[src/design/ssf_pkg.sv]
// ----------------------------------------------------------------------------
// ssf_pkg
// Shared constants and types of the selectable smoothing filter: register
// map, fixed field widths and the control types of the shared datapath.
// ----------------------------------------------------------------------------
package ssf_pkg;

  // parameter defaults
  localparam int WINDOW_MAX_DEF  = 64;
  localparam int SAMPLE_BITS_DEF = 16;

  // fixed widths of the register fields
  localparam int GAIN_W    = 17;
  localparam int FRAC_W    = 16;
  localparam int LEN_W     = 7;
  localparam int CFG_W     = 17;
  localparam int CFG_IDX_W = 2;

  // register map
  localparam logic [CFG_IDX_W-1:0] REG_FILTER_MODE   = 2'd0;
  localparam logic [CFG_IDX_W-1:0] REG_SMOOTH_GAIN   = 2'd1;
  localparam logic [CFG_IDX_W-1:0] REG_WINDOW_LENGTH = 2'd2;

  // register reset values and limits
  localparam logic [GAIN_W-1:0] GAIN_ONE   = 17'd65536;
  localparam logic [GAIN_W-1:0] GAIN_RESET = 17'd6554;
  localparam logic [LEN_W-1:0]  LEN_RESET  = 7'd8;
  localparam logic [LEN_W-1:0]  LEN_MIN    = 7'd1;

  // filter modes
  localparam logic MODE_RECURSIVE = 1'b0;
  localparam logic MODE_AVERAGE   = 1'b1;

  // shared datapath operations
  typedef enum logic [0:0] {
    ALU_MUL,
    ALU_DIV
  } alu_op_e;

  typedef struct packed {
    logic    start;
    alu_op_e op;
  } alu_ctrl_t;

  typedef struct packed {
    logic busy;
    logic done;
  } alu_stat_t;

endpackage

[src/design/ssf_ram.sv]
// ----------------------------------------------------------------------------
// ssf_ram
// Generic single-write, single-read memory with a registered read port.
// ----------------------------------------------------------------------------
module ssf_ram #(
  parameter int WIDTH = 16,
  parameter int DEPTH = 64
) (
  input  logic                     clk_i,
  input  logic                     we_i,
  input  logic [$clog2(DEPTH)-1:0] waddr_i,
  input  logic [WIDTH-1:0]         wdata_i,
  input  logic                     re_i,
  input  logic [$clog2(DEPTH)-1:0] raddr_i,
  output logic [WIDTH-1:0]         rdata_o
);

  logic [WIDTH-1:0] mem_q [DEPTH];
  logic [WIDTH-1:0] rdata_q;

  // write port
  always_ff @(posedge clk_i) begin
    if (we_i) begin
      mem_q[waddr_i] <= wdata_i;
    end
  end

  // registered read port
  always_ff @(posedge clk_i) begin
    if (re_i) begin
      rdata_q <= mem_q[raddr_i];
    end
  end

  assign rdata_o = rdata_q;

endmodule

[src/design/ssf_alu.sv]
// ----------------------------------------------------------------------------
// ssf_alu
// Shared iterative unit around one adder: MSB-first shift-add multiply with
// a final accumulate step, or restoring unsigned division, one bit a cycle.
// ----------------------------------------------------------------------------
module ssf_alu #(
  parameter int SAMPLE_BITS = 16,
  parameter int SUM_BITS    = 22
) (
  input  logic                                   clk_i,
  input  logic                                   rst_ni,
  input  ssf_pkg::alu_ctrl_t                     ctrl_i,
  input  logic signed [SAMPLE_BITS+17:0]         mcand_i,
  input  logic        [ssf_pkg::GAIN_W-1:0]      mult_i,
  input  logic signed [SAMPLE_BITS+16:0]         addend_i,
  input  logic        [SUM_BITS-1:0]             dividend_i,
  input  logic        [ssf_pkg::LEN_W-1:0]       divisor_i,
  output ssf_pkg::alu_stat_t                     stat_o,
  output logic signed [SAMPLE_BITS+35:0]         acc_o,
  output logic        [SUM_BITS-1:0]             quot_o
);

  import ssf_pkg::*;

  localparam int DW   = SAMPLE_BITS + 18;
  localparam int YW   = SAMPLE_BITS + 17;
  localparam int AW   = SAMPLE_BITS + 36;
  localparam int OPW  = (SUM_BITS > GAIN_W) ? SUM_BITS : GAIN_W;
  localparam int LASTN = (GAIN_W > SUM_BITS - 1) ? GAIN_W : SUM_BITS - 1;
  localparam int CNTW = $clog2(LASTN + 1);
  localparam logic [CNTW-1:0] MUL_LAST = CNTW'(GAIN_W);
  localparam logic [CNTW-1:0] DIV_LAST = CNTW'(SUM_BITS - 1);

  logic                   busy_q, busy_d;
  logic                   done_q, done_d;
  alu_op_e                op_q, op_d;
  logic [CNTW-1:0]        cnt_q, cnt_d;
  logic signed [AW-1:0]   acc_q, acc_d;
  logic [OPW-1:0]         opr_q, opr_d;
  logic signed [DW-1:0]   mcand_q;
  logic signed [YW-1:0]   addend_q;
  logic [LEN_W-1:0]       divisor_q;

  logic signed [AW-1:0]   opa, opb, sum;
  logic                   qbit;
  logic                   last;

  // operand selection for the one shared adder
  always_comb begin
    opa  = acc_q;
    opb  = '0;
    qbit = 1'b0;
    last = 1'b0;
    case (op_q)
      ALU_MUL: begin
        if (cnt_q == MUL_LAST) begin
          opa  = acc_q;
          opb  = AW'(addend_q) <<< FRAC_W;
          last = 1'b1;
        end else begin
          opa = acc_q <<< 1;
          opb = opr_q[GAIN_W-1] ? AW'(mcand_q) : '0;
        end
      end
      ALU_DIV: begin
        opa  = AW'({acc_q[LEN_W-1:0], opr_q[SUM_BITS-1]});
        opb  = -(AW'(divisor_q));
        last = (cnt_q == DIV_LAST);
      end
      default: begin
        opa = acc_q;
        opb = '0;
      end
    endcase
    sum = opa + opb;
    if (op_q == ALU_DIV) begin
      qbit = ~sum[AW-1];
    end
  end

  // sequencing of the steps
  always_comb begin
    busy_d = busy_q;
    done_d = 1'b0;
    op_d   = op_q;
    cnt_d  = cnt_q;
    acc_d  = acc_q;
    opr_d  = opr_q;
    if (ctrl_i.start && !busy_q) begin
      busy_d = 1'b1;
      op_d   = ctrl_i.op;
      cnt_d  = '0;
      acc_d  = '0;
      opr_d  = (ctrl_i.op == ALU_MUL) ? OPW'(mult_i) : OPW'(dividend_i);
    end else if (busy_q) begin
      cnt_d = cnt_q + CNTW'(1);
      if (op_q == ALU_DIV) begin
        acc_d = qbit ? sum : opa;
        opr_d = {opr_q[OPW-2:0], qbit};
      end else begin
        acc_d = sum;
        opr_d = opr_q << 1;
      end
      if (last) begin
        busy_d = 1'b0;
        done_d = 1'b1;
      end
    end
  end

  // control registers
  always_ff @(posedge clk_i or negedge rst_ni) begin
    if (!rst_ni) begin
      busy_q <= 1'b0;
      done_q <= 1'b0;
      op_q   <= ALU_MUL;
      cnt_q  <= '0;
    end else begin
      busy_q <= busy_d;
      done_q <= done_d;
      op_q   <= op_d;
      cnt_q  <= cnt_d;
    end
  end

  // datapath registers
  always_ff @(posedge clk_i) begin
    acc_q <= acc_d;
    opr_q <= opr_d;
    if (ctrl_i.start && !busy_q) begin
      mcand_q   <= mcand_i;
      addend_q  <= addend_i;
      divisor_q <= divisor_i;
    end
  end

  assign stat_o.busy = busy_q;
  assign stat_o.done = done_q;
  assign acc_o       = acc_q;
  assign quot_o      = opr_q[SUM_BITS-1:0];

`ifndef SYNTHESIS
  // a finished operation leaves the unit free
  assert property (@(posedge clk_i) disable iff (!rst_ni) done_q |-> !busy_q)
    else $error("alu done while still busy");
  // a start is only issued to an idle unit
  assert property (@(posedge clk_i) disable iff (!rst_ni) ctrl_i.start |-> !busy_q)
    else $error("alu started while busy");
  // done follows a busy cycle
  assert property (@(posedge clk_i) disable iff (!rst_ni) done_q |-> $past(busy_q))
    else $error("alu done without work");
`endif

endmodule

[src/design/selectable_smoothing_filter_unit.sv]
// A new word is accepted only once the previous word is through the sequencer;
//   a held output word stalls the input further.
// Reset: asynchronous active low; configuration and filter state registers
//   return to their defaults and the window empties, no clearing pass is needed.
// ----------------------------------------------------------------------------
// selectable_smoothing_filter_unit
// Signed sample smoother: first-order recursive lowpass or moving average
// over a programmable window, both updated on every sample.
// ----------------------------------------------------------------------------
module selectable_smoothing_filter_unit #(
  parameter int WINDOW_MAX  = ssf_pkg::WINDOW_MAX_DEF,
  parameter int SAMPLE_BITS = ssf_pkg::SAMPLE_BITS_DEF
) (
  input  logic                            clk_i,
  input  logic                            rst_ni,
  input  logic                            cfg_we_i,
  input  logic [ssf_pkg::CFG_IDX_W-1:0]   cfg_index_i,
  input  logic [ssf_pkg::CFG_W-1:0]       cfg_data_i,
  input  logic                            in_valid_i,
  output logic                            in_ready_o,
  input  logic signed [SAMPLE_BITS-1:0]   sample_in_i,
  output logic                            out_valid_o,
  input  logic                            out_ready_i,
  output logic signed [SAMPLE_BITS-1:0]   smoothed_out_o
);

  import ssf_pkg::*;

  localparam int SB       = SAMPLE_BITS;
  localparam int PTR_W    = $clog2(WINDOW_MAX);
  localparam int SUM_BITS = SB + PTR_W;
  localparam int DW       = SB + 18;
  localparam int YW       = SB + 17;
  localparam int AW       = SB + 36;
  localparam int HW       = AW - FRAC_W;
  localparam int LEN_CAP  = (WINDOW_MAX < 127) ? WINDOW_MAX : 127;
  localparam logic [LEN_W-1:0]  LEN_CAP_V = LEN_W'(LEN_CAP);
  localparam logic [PTR_W:0]    WMAX_X    = (PTR_W+1)'(WINDOW_MAX);
  localparam logic [PTR_W-1:0]  PTR_LAST  = PTR_W'(WINDOW_MAX - 1);

  // sequencer states
  localparam logic [2:0] S_IDLE = 3'd0;
  localparam logic [2:0] S_UPD  = 3'd1;
  localparam logic [2:0] S_MUL  = 3'd2;
  localparam logic [2:0] S_DIV  = 3'd3;
  localparam logic [2:0] S_OUT  = 3'd4;

  logic [2:0]                 state_q, state_d;
  logic                       mode_q;
  logic [GAIN_W-1:0]          gain_q;
  logic [LEN_W-1:0]           len_q;
  logic [LEN_W-1:0]           fill_q, fill_d;
  logic [PTR_W-1:0]           wp_q, wp_d;
  logic signed [SUM_BITS-1:0] sum_q, sum_d;
  logic signed [YW-1:0]       y_q, y_d;
  logic signed [SB-1:0]       x_q;
  logic signed [SB-1:0]       res_q, res_d;
  logic                       out_valid_q;
  logic signed [SB-1:0]       out_data_q;

  logic                       in_acc;
  logic [PTR_W:0]             old_raw;
  logic [PTR_W-1:0]           old_idx;
  logic [SB-1:0]              old_rdata;
  logic                       win_full;
  logic                       ram_we;

  alu_ctrl_t                  alu_ctrl;
  alu_stat_t                  alu_stat;
  logic signed [DW-1:0]       mcand;
  logic signed [AW-1:0]       alu_acc;
  logic [SUM_BITS-1:0]        alu_quot;
  logic [SUM_BITS-1:0]        sum_mag;

  logic signed [HW-1:0]       acc_hi;
  logic                       acc_rnd;
  logic signed [YW-1:0]       y_new;
  logic signed [SB:0]         y_hi;
  logic                       y_rnd;
  logic signed [SB-1:0]       rec_res;
  logic signed [SB-1:0]       avg_res;

  logic [LEN_W-1:0]           len_wr;
  logic [GAIN_W-1:0]          gain_wr;

  assign in_ready_o = (state_q == S_IDLE);
  assign in_acc     = in_valid_i && in_ready_o;

  // oldest sample of the window, wp - len modulo the store depth
  always_comb begin
    old_raw = {1'b0, wp_q} + WMAX_X - (PTR_W+1)'(len_q);
    if (old_raw >= WMAX_X) begin
      old_raw = old_raw - WMAX_X;
    end
    old_idx = old_raw[PTR_W-1:0];
  end

  assign win_full = (fill_q >= len_q);
  assign ram_we   = (state_q == S_UPD);

  // window store
  ssf_ram #(
    .WIDTH (SB),
    .DEPTH (WINDOW_MAX)
  ) u_window (
    .clk_i   (clk_i),
    .we_i    (ram_we),
    .waddr_i (wp_q),
    .wdata_i (x_q),
    .re_i    (in_acc),
    .raddr_i (old_idx),
    .rdata_o (old_rdata)
  );

  // lowpass step: acc = y*2^16 + alpha*(x*2^16 - y)
  assign mcand   = DW'($signed({x_q, {FRAC_W{1'b0}}})) - DW'(y_q);
  assign sum_mag = sum_q[SUM_BITS-1] ? SUM_BITS'(-sum_q) : SUM_BITS'(sum_q);

  ssf_alu #(
    .SAMPLE_BITS (SB),
    .SUM_BITS    (SUM_BITS)
  ) u_alu (
    .clk_i      (clk_i),
    .rst_ni     (rst_ni),
    .ctrl_i     (alu_ctrl),
    .mcand_i    (mcand),
    .mult_i     (gain_q),
    .addend_i   (y_q),
    .dividend_i (sum_mag),
    .divisor_i  (len_q),
    .stat_o     (alu_stat),
    .acc_o      (alu_acc),
    .quot_o     (alu_quot)
  );

  // truncation toward zero of the lowpass state and of its output
  always_comb begin
    acc_hi  = alu_acc[AW-1:FRAC_W];
    acc_rnd = alu_acc[AW-1] && (alu_acc[FRAC_W-1:0] != '0);
    y_new   = YW'(acc_hi + HW'(acc_rnd));
    y_hi    = y_new[YW-1:FRAC_W];
    y_rnd   = y_new[YW-1] && (y_new[FRAC_W-1:0] != '0);
    rec_res = SB'(y_hi + (SB+1)'(y_rnd));
    avg_res = sum_q[SUM_BITS-1] ? SB'(-alu_quot) : SB'(alu_quot);
  end

  // sequencer
  always_comb begin
    state_d       = state_q;
    fill_d        = fill_q;
    wp_d          = wp_q;
    sum_d         = sum_q;
    y_d           = y_q;
    res_d         = res_q;
    alu_ctrl.start = 1'b0;
    alu_ctrl.op    = ALU_MUL;
    case (state_q)
      S_IDLE: begin
        if (in_acc) begin
          state_d = S_UPD;
        end
      end
      S_UPD: begin
        // window bookkeeping and start of the lowpass multiply
        if (win_full) begin
          sum_d = sum_q + SUM_BITS'(x_q) - SUM_BITS'($signed(old_rdata));
        end else begin
          sum_d  = sum_q + SUM_BITS'(x_q);
          fill_d = fill_q + LEN_W'(1);
        end
        wp_d = (wp_q == PTR_LAST) ? '0 : wp_q + PTR_W'(1);
        alu_ctrl.start = 1'b1;
        alu_ctrl.op    = ALU_MUL;
        state_d        = S_MUL;
      end
      S_MUL: begin
        if (alu_stat.done) begin
          y_d = y_new;
          if (mode_q == MODE_RECURSIVE) begin
            res_d   = rec_res;
            state_d = S_OUT;
          end else if (!win_full) begin
            state_d = S_IDLE;
          end else begin
            alu_ctrl.start = 1'b1;
            alu_ctrl.op    = ALU_DIV;
            state_d        = S_DIV;
          end
        end
      end
      S_DIV: begin
        if (alu_stat.done) begin
          res_d   = avg_res;
          state_d = S_OUT;
        end
      end
      S_OUT: begin
        if (!out_valid_q || out_ready_i) begin
          state_d = S_IDLE;
        end
      end
      default: begin
        state_d = S_IDLE;
      end
    endcase
  end

  // register write values with their limits applied
  always_comb begin
    len_wr = cfg_data_i[LEN_W-1:0];
    if (len_wr == '0) begin
      len_wr = LEN_MIN;
    end else if (len_wr > LEN_CAP_V) begin
      len_wr = LEN_CAP_V;
    end
    gain_wr = (cfg_data_i > GAIN_ONE) ? GAIN_ONE : cfg_data_i;
  end

  // configuration and filter state
  always_ff @(posedge clk_i or negedge rst_ni) begin
    if (!rst_ni) begin
      state_q <= S_IDLE;
      mode_q  <= MODE_RECURSIVE;
      gain_q  <= GAIN_RESET;
      len_q   <= LEN_RESET;
      fill_q  <= '0;
      wp_q    <= '0;
      sum_q   <= '0;
      y_q     <= '0;
    end else begin
      state_q <= state_d;
      wp_q    <= wp_d;
      y_q     <= y_d;
      fill_q  <= fill_d;
      sum_q   <= sum_d;
      if (cfg_we_i) begin
        case (cfg_index_i)
          REG_FILTER_MODE:   mode_q <= cfg_data_i[0];
          REG_SMOOTH_GAIN:   gain_q <= gain_wr;
          REG_WINDOW_LENGTH: begin
            len_q  <= len_wr;
            fill_q <= '0;
            sum_q  <= '0;
          end
          default: begin
          end
        endcase
      end
    end
  end

  // payload registers
  always_ff @(posedge clk_i) begin
    res_q <= res_d;
    if (in_acc) begin
      x_q <= sample_in_i;
    end
    if (state_q == S_OUT && (!out_valid_q || out_ready_i)) begin
      out_data_q <= res_q;
    end
  end

  // output word register
  always_ff @(posedge clk_i or negedge rst_ni) begin
    if (!rst_ni) begin
      out_valid_q <= 1'b0;
    end else if (state_q == S_OUT && (!out_valid_q || out_ready_i)) begin
      out_valid_q <= 1'b1;
    end else if (out_ready_i) begin
      out_valid_q <= 1'b0;
    end
  end

  assign out_valid_o    = out_valid_q;
  assign smoothed_out_o = out_data_q;

`ifndef SYNTHESIS
  // no new word while the shared unit works
  assert property (@(posedge clk_i) disable iff (!rst_ni) in_ready_o |-> !alu_stat.busy)
    else $error("input ready while alu busy");
  // alu completions arrive only where the sequencer waits for them
  assert property (@(posedge clk_i) disable iff (!rst_ni)
    alu_stat.done |-> (state_q == S_MUL || state_q == S_DIV))
    else $error("alu done in unexpected state");
  // the window never holds more samples than its length
  assert property (@(posedge clk_i) disable iff (!rst_ni) fill_q <= len_q)
    else $error("fill count above window length");
  // window length stays within its legal range
  assert property (@(posedge clk_i) disable iff (!rst_ni)
    len_q != '0 && len_q <= LEN_CAP_V)
    else $error("window length out of range");
`endif

endmodule

[config.mk]
export PLATFORM = sky130hd
export DESIGN_NAME = selectable_smoothing_filter_unit
export DESIGN_NICKNAME = d
export VERILOG_FILES = /design/src/design/ssf_pkg.sv /design/src/design/ssf_ram.sv /design/src/design/ssf_alu.sv /design/src/design/selectable_smoothing_filter_unit.sv
export SDC_FILE = /design/constraint.sdc
export NUM_CORES = 2
export LEC_CHECK = 0
export BUFFER_PORTS_ARGS = -buffer_cell sky130_fd_sc_hd__clkbuf_2
export CAP_MARGIN = 10
export CORE_AREA = 2 2 391 393
export CTS_CLUSTER_DIAMETER = 60
export DETAILED_ROUTE_END_ITERATION = 10
export DIE_AREA = 0 0 393 395
export GPL_ROUTABILITY_DRIVEN = 0
export GPL_TIMING_DRIVEN = 1
export SLEW_MARGIN = 20
export SYNTH_ARGS = -nofsm -noshare
export SYNTH_HDL_FRONTEND = slang
export SYNTH_SLANG_ARGS = --single-unit
export TNS_END_PERCENT = 1
[constraint.sdc]
create_clock -name clk_i -period 7.1 [get_ports clk_i]
set_clock_uncertainty 0.15 [all_clocks]
set_input_delay 0 -clock clk_i [delete_from_list [all_inputs] [get_ports clk_i]]
set_output_delay 0 -clock clk_i [all_outputs]
set_load 0.02 [all_outputs]
# Word level (Yosys, flattened, before mapping)

Memory sizes are Yosys's and may differ from the RTL's. A register that Yosys moved wholly into a read port is not among the register bits.
Index checks and enable logic that the tools add are counted.

Memories: 1
Output and inout port bits: 18
Word-level logic and storage cells: 135
Latch bits: 0
RAM bits: 1024
Input port bits: 40
Bits in registers: 301
ROM bits: 0

$mul: 0
Shift operators: 0
Div/mod/pow operators: 0
Bitwise gates (word level): 2
Multiplexer cells: 56
Reduce and logical (&&, ||, !) cells: 22
Add/subtract/negate cells: 15
Order comparisons: 4
Eq/ne operators: 14

Memories:

| memory         | words | width | read ports | clocked after memory_dff | wr ports | RTL line      | text |
|---|---|---|---|---|---|---|---|
| u_window.mem_q | 64    | 16    | 1          | 1                        | 1        | ssf_ram.sv:18 | `logic [WIDTH-1:0] mem_q [DEPTH];` |

Operators by type and width:

| cell                                       | count |
|---|---|
| 2-to-1 mux 52 bit                          | 5 |
| one-hot mux 52 bit (2 select lines)        | 2 |
| 2-to-1 mux 22 bit                          | 8 |
| 2-to-1 mux 16 bit                          | 4 |
| adder 52 bit                               | 1 |
| negator 7 -> 52 bit                        | 1 |
| 2-to-1 mux 7 bit                           | 6 |
| subtractor 32 x 33 -> 34 bit               | 1 |
| adder 33 x 1 -> 33 bit                     | 1 |
| one-hot mux 16 bit (2 select lines)        | 1 |
| nonzero test 16 bit                        | 2 |
| adder 22 x 16 -> 22 bit                    | 1 |
| negator 22 bit                             | 1 |
| subtractor 22 x 16 -> 22 bit               | 1 |
| > comparator 17 bit, second input constant | 1 |
| 2-to-1 mux 17 bit                          | 1 |
| adder 16 x 1 -> 16 bit                     | 1 |
| negator 16 bit                             | 1 |
| 2-to-1 mux 3 bit                           | 5 |
| one-hot mux 3 bit (5 select lines)         | 1 |
| 2-to-1 mux 1 bit                           | 13 |
| 2-to-1 mux 6 bit                           | 2 |
| equality test 5 bit, second input constant | 2 |
| 2-to-1 mux 5 bit                           | 2 |
| other kinds (30)                           | 49 |

# Logic depth before layout (Yosys ltp)

Depth in word-level cells: 9
Mapped depth: 23
Depth with buffers taken out: 23

# Modules after synthesis

A second synthesis with hierarchy kept.

Cell total of the unflattened synthesis: 4197
Area, all modules: 61215.0 sq um

By module, submodules not included:

| module                           | seq. area each (sq um) | area an instance (sq um) | cells an instance | times used |
|---|---|---|---|---|
| ssf_ram                          | 31230.0                | 40202.3                  | 1829              | 1 |
| selectable_smoothing_filter_unit | 3878.7                 | 11193.2                  | 1282              | 1 |
| ssf_alu                          | 4124.0                 | 9819.4                   | 1086              | 1 |

# Worst setup path after synthesis

Ideal clock, no wire load.

Kind: register -> register
Start point: register x_q[0]
End point: register sum_q[21]
Slack: 1.976 ns
Clock period less this slack: 5.124 ns
Library setup time: 0.079 ns
Stages on the path, launching flop included: 19
Buffers on the path: 0
Required time: 6.871 ns
Data arrival time: 4.894 ns
Cells stage by stage: edfxtp_1 -> ha_1 -> inv_1 -> fa_1 -> nor2b_1 -> o21ai_0 -> a21boi_0 -> nor2_1 -> ha_1 -> nor2b_1 -> a311oi_1 -> a21oi_1 -> o41a_1 -> a31oi_1 -> o21ai_1 -> o31ai_1 -> mux2i_1 -> mux2i_1 -> mux2i_1

Longest elaborated chain between the ends: 6

RTL lines:

| what                         | RTL line                                                                         | text |
|---|---|---|
| start, declared              | selectable_smoothing_filter_unit.sv:56                                           | `logic signed [SB-1:0] x_q;` |
| start signal, assigned       | selectable_smoothing_filter_unit.sv:256                                          | `x_q <= sample_in_i;` |
| adder 22 x 16 -> 22 bit (*)  | selectable_smoothing_filter_unit.sv:166, selectable_smoothing_filter_unit.sv:168 |  |
| subtractor 22 x 16 -> 22 bit | selectable_smoothing_filter_unit.sv:166                                          | `sum_d = sum_q + SUM_BITS'(x_q) - SUM_BITS'($signed(old_rdata));` |
| 2-to-1 mux 22 bit (*)        | selectable_smoothing_filter_unit.sv:165                                          | `if (win_full) begin` |
| 2-to-1 mux 22 bit (*)        | selectable_smoothing_filter_unit.sv:157                                          | `case (state_q)` |
| 2-to-1 mux 22 bit            | selectable_smoothing_filter_unit.sv:237                                          | `case (cfg_index_i)` |
| 2-to-1 mux 22 bit (*)        | selectable_smoothing_filter_unit.sv:236                                          | `if (cfg_we_i) begin` |
| end signal, assigned         | selectable_smoothing_filter_unit.sv:235                                          | `sum_q <= sum_d;` |
| end, declared                | selectable_smoothing_filter_unit.sv:54                                           | `logic signed [SUM_BITS-1:0] sum_q, sum_d;` |

Every way passes the cells marked *; elsewhere a longest branch is shown, timed or not.
A chain may end at the register's enable or synchronous reset.

# Worst setup path after layout

Start point: register u_alu.cnt_q[1]
End point: register u_alu.acc_q[48], in the netlist u_alu.acc_o[48]

Longest elaborated chain between the ends: 8
Elaborated cells on any way between the ends: 10
Those cells by class: add/sub: 1; eq/ne: 1; mux: 7; bitwise: 1

RTL lines:

| what                                | RTL line       | text |
|---|---|---|
| start, declared                     | ssf_alu.sv:37  | `logic [CNTW-1:0] cnt_q, cnt_d;` |
| start signal, assigned              | ssf_alu.sv:122 | `cnt_q <= cnt_d;` |
| equality test 5 bit (*)             | ssf_alu.sv:56  | `if (cnt_q == MUL_LAST) begin` |
| 2-to-1 mux 52 bit                   | ssf_alu.sv:56  |  |
| one-hot mux 52 bit (2 select lines) | ssf_alu.sv:54  | `case (op_q)` |
| adder 52 bit                        | ssf_alu.sv:75  | `sum = opa + opb;` |
| inverter 1 bit                      | ssf_alu.sv:77  | `qbit = ~sum[AW-1];` |
| 2-to-1 mux 1 bit                    | ssf_alu.sv:76  | `if (op_q == ALU_DIV) begin` |
| 2-to-1 mux 52 bit                   | ssf_alu.sv:98  | `acc_d = qbit ? sum : opa;` |
| 2-to-1 mux 52 bit (*)               | ssf_alu.sv:97  | `if (op_q == ALU_DIV) begin` |
| end signal, assigned                | ssf_alu.sv:128 | `acc_q <= acc_d;` |
| end, declared                       | ssf_alu.sv:38  | `logic signed [AW-1:0] acc_q, acc_d;` |

Marked as above.

==> metrics <==
outcome=finished, final reports clean; CP arrival=6820 ps; initial antenna violation count=8; effective utilization at floorplan=39.7%; total die area=155000 µm²; Post-CTS Setup Inserts=0; Total GRT Usage=20.7%; share of post-route cells with drive strength above 1=18.4%; Worst Max-Slew Pin Slew=1080 ps; Most common cell on crit path=nand2_1; syn nets=4133; power density over the cells=453 nW/µm²; Post-Route WL=160 mm; clk root buf=clkbuf_16; most frequent cells in the layout=edfxtp_1 (1183), nand2_1 (343), mux4_2 (320); fillcell total=13.1k; Placeable Area=151000 µm²; TritonCTS clock tree=done; antenna viol nets, final=0; LEAKAGE=23.5 nW; Psw=11.8 mW; DRT iter0 DRCs=3900; main flop type after synthesis=edfxtp_1; required time of the worst setup path=7670 ps; Rows=143; #FFs+latches synth=1340; max_cap viols=0; Detail Placement HPWL=99.9 mm; Hold Crit Start=in_valid_i; Cells after Synth=3954; Seq pwr share=32.5%; Peak VDD IR=447 µV; sequential cell area=39200 µm²; DRC=0; worst r2r src=u_alu.cnt_q[1]$_DFFE_PN0P_; Final Critical Period=6250 ps; RSZ-0062 raised after global routing=no; first-pass GRT wire length=237 mm; Synth area leaders=edfxtp_1 (59%), mux4_2 (12%), dfrtp_1 (4.0%); most common cell after layout, fill and taps aside=edfxtp_1; Final Hold Slack=89.5 ps; Area Overhead vs Synth=15.0%; synth unique cells=80; Ports=58; Slew Limit Headroom=27.6%; Post-Syn Area=60000 µm²; DIE HEIGHT=395 µm; CP delay by family, top=simple AND/OR/NAND/NOR gates; Final Cycle Share=88.1%; startpoint types=flop; Post-synth EDFFs=1183; cell accounting for the most synthesized area=edfxtp_1; Pre-antenna DRT Iters=6; vias in the first global route=35.1k; Worst-path clk slew=60 ps; largest net degree at the start of global routing=74; Fin Setup TNS=0 ps; CTS max path bufs=3; CP Cell Sequence=inv_1 -> ha_1 -> nand2_1 -> or3_1 -> nor2_1 -> mux2i_1 -> inv_1 -> ha_1 -> a21o_1 -> a21oi_1 -> o21ai_0 -> and4bb_2 -> o21ai_0 -> nand2_1 -> a41oi_1 -> mux2i_1 -> buf_4 -> nand2_1 -> or4_1 -> nand3_1; Hold/Removal Path Class=in2reg; fin nets=4366; Power Internal=19.5 mW; Die X=393 µm; Synth warnings=0; clk_lat worst skew=800 ps; Slowest-stage cell, CP=or4_1; CP Capture Type=flop; max incr delay on CP=680 ps; Clock power frac=23.8%; drt wl/cell=25.2 µm; switch share=37.7%; Pins Over Slew Limit=0; Syn Area/Cell=15.2 µm²; Max Fanout on Critical Path=23; CTS H-tree depth=4; worst setup path start=u_alu.cnt_q[1]$_DFFE_PN0P_; total CTS buffers=147; clk sink count=1340; Vias/cell=5.61; sequential element share of the synthesized area=65.4%; Worst Path Buf+Inv=3; Fmax=160 MHz; Final Setup Violations=0; async set or reset register ratio after synthesis=7.84%; Fin. Hold Viols=0; Gate power share=43.7%; WS Path Type=reg2reg; vias=35.6k; Yosys top cell area share=59.2%; PortBufs=57; gr ovfl total=0; area of the multi-input gates=19700 µm²
-- sequential cells by signal (all words and copies together), names as in the netlist, 16 cells and up --
signal and cells:
u_window.rdata_o 16, smoothed_out_o 16, u_alu.mcand_q 33, u_alu.acc_o 52, u_alu.quot_o 22, u_window.mem_q 1024, res_q 16, sum_q 22
y_q 33, u_alu.addend_q 33, x_q 16, gain_q 17
-- stage by stage --
stage | power [mW] | util (%) | setup slack (ps) | cells | instance area [µm²]
floorplan | 19.8 | - | 1980 | 3954 | 60000
CTS | 31.4 | 45.6 | 865 | 6337 | 68900
detailed placement | 23.9 | 41.8 | 938 | 5968 | 63200
global placement | 23.8 | 41.8 | 1010 | 5968 | 63200
global route | 33.0 | 45.6 | 416 | 6337 | 68900
finish | 31.3 | 45.6 | 848 | 6341 | 69000
-- per-layer routing --
layer	part of all wire, %	vias up	track usage [%]
met3	7.4	206	3.71
met4	2.0	4	5.15
met1	44	18300	30.5
li1	-	15800	-
met2	46	1295	31.9
met5	0.019	-	0
-- worst min-delay path, cell delays in order --
cell and delay (ps):
dlygate4sd3_1 530, clkbuf_2 210, a21oi_1 100, a21oi_1 130
-- path summary, 6_finish.rpt --
check	cells after the start	to	slack [ps]
min in group asynchronous	4	wp_q[3]$_DFFE_PN0P_	360
worst min-delay path	4	state_q[0]$_DFFE_PN0P_	90
worst max-delay path	20	u_alu.acc_o[48]$_SDFFE_PP0P_	850
worst max register to register	20	u_alu.acc_o[48]$_SDFFE_PP0P_	850
max in group asynchronous	4	sum_q[18]$_DFF_PN0_	5720
worst min register to register	0	smoothed_out_o[2]$_DFFE_PP_	270
-- cells in the mapped netlist (all sizes together) (12+ instances only) --
master,instances
nand2b,17
buf,47
and3,15
dfxtp,52
nor3,45
or3,16
dfrtp,97
o31ai,17
ha,135
nor4,23
a22o,25
nand3,58
o21bai,25
inv,110
o211ai,12
o21a,35
nor2,254
o21ai,182
nor2b,34
a221oi,17
mux2i,40
xor2,85
mux4,320
a21oi,253
nand4,26
a211oi,35
edfxtp,1183
nand2,343
clkbuf,157
xnor2,114
and2,15
a31oi,17
a21o,42
-- timing repair --
action / 4_1_cts / 5_1_grt
hold endpoints to repair: 186 / 0
gates resized for setup: 0 / 0
hold buffers: 100 / 0
endpoints found under the setup margin: 0 / 0
-- power by group through the flow --
stage	sequential, mW	combinational, mW	clock, mW
after detailed placement	10.3	13.6	0
after CTS	10.1	13.7	7.56
after global placement	10.3	13.5	0
after global routing	10.2	14.9	7.89
after floorplan	9.98	9.83	0
final	10.2	13.7	7.43
-- kinds of logic after synthesis --
logic type      share of synthesized area (%)
compound gates                           7.29
xor+xnor                                 2.91
fa+ha+maj                                2.95
buf+inv                                  2.02
flops                                    65.4
mux                                      12.8
simple gates                             6.68
-- final cells by class --
| class | instances | share of cell area, % |
|---|---|---|
| clock buffers | 181 | 5.56 |
| repair buffers | 288 | 3.41 |
| flip-flops and latches | 1340 | 56.9 |
| inverters | 110 | 0.599 |
| diodes | 4 | 0.0145 |
| well taps | 2030 | 3.68 |
| clock inverters | 88 | 1.30 |
| multi-input cells | 2300 | 28.6 |
Note: power is estimated with default switching activity, not from simulation.
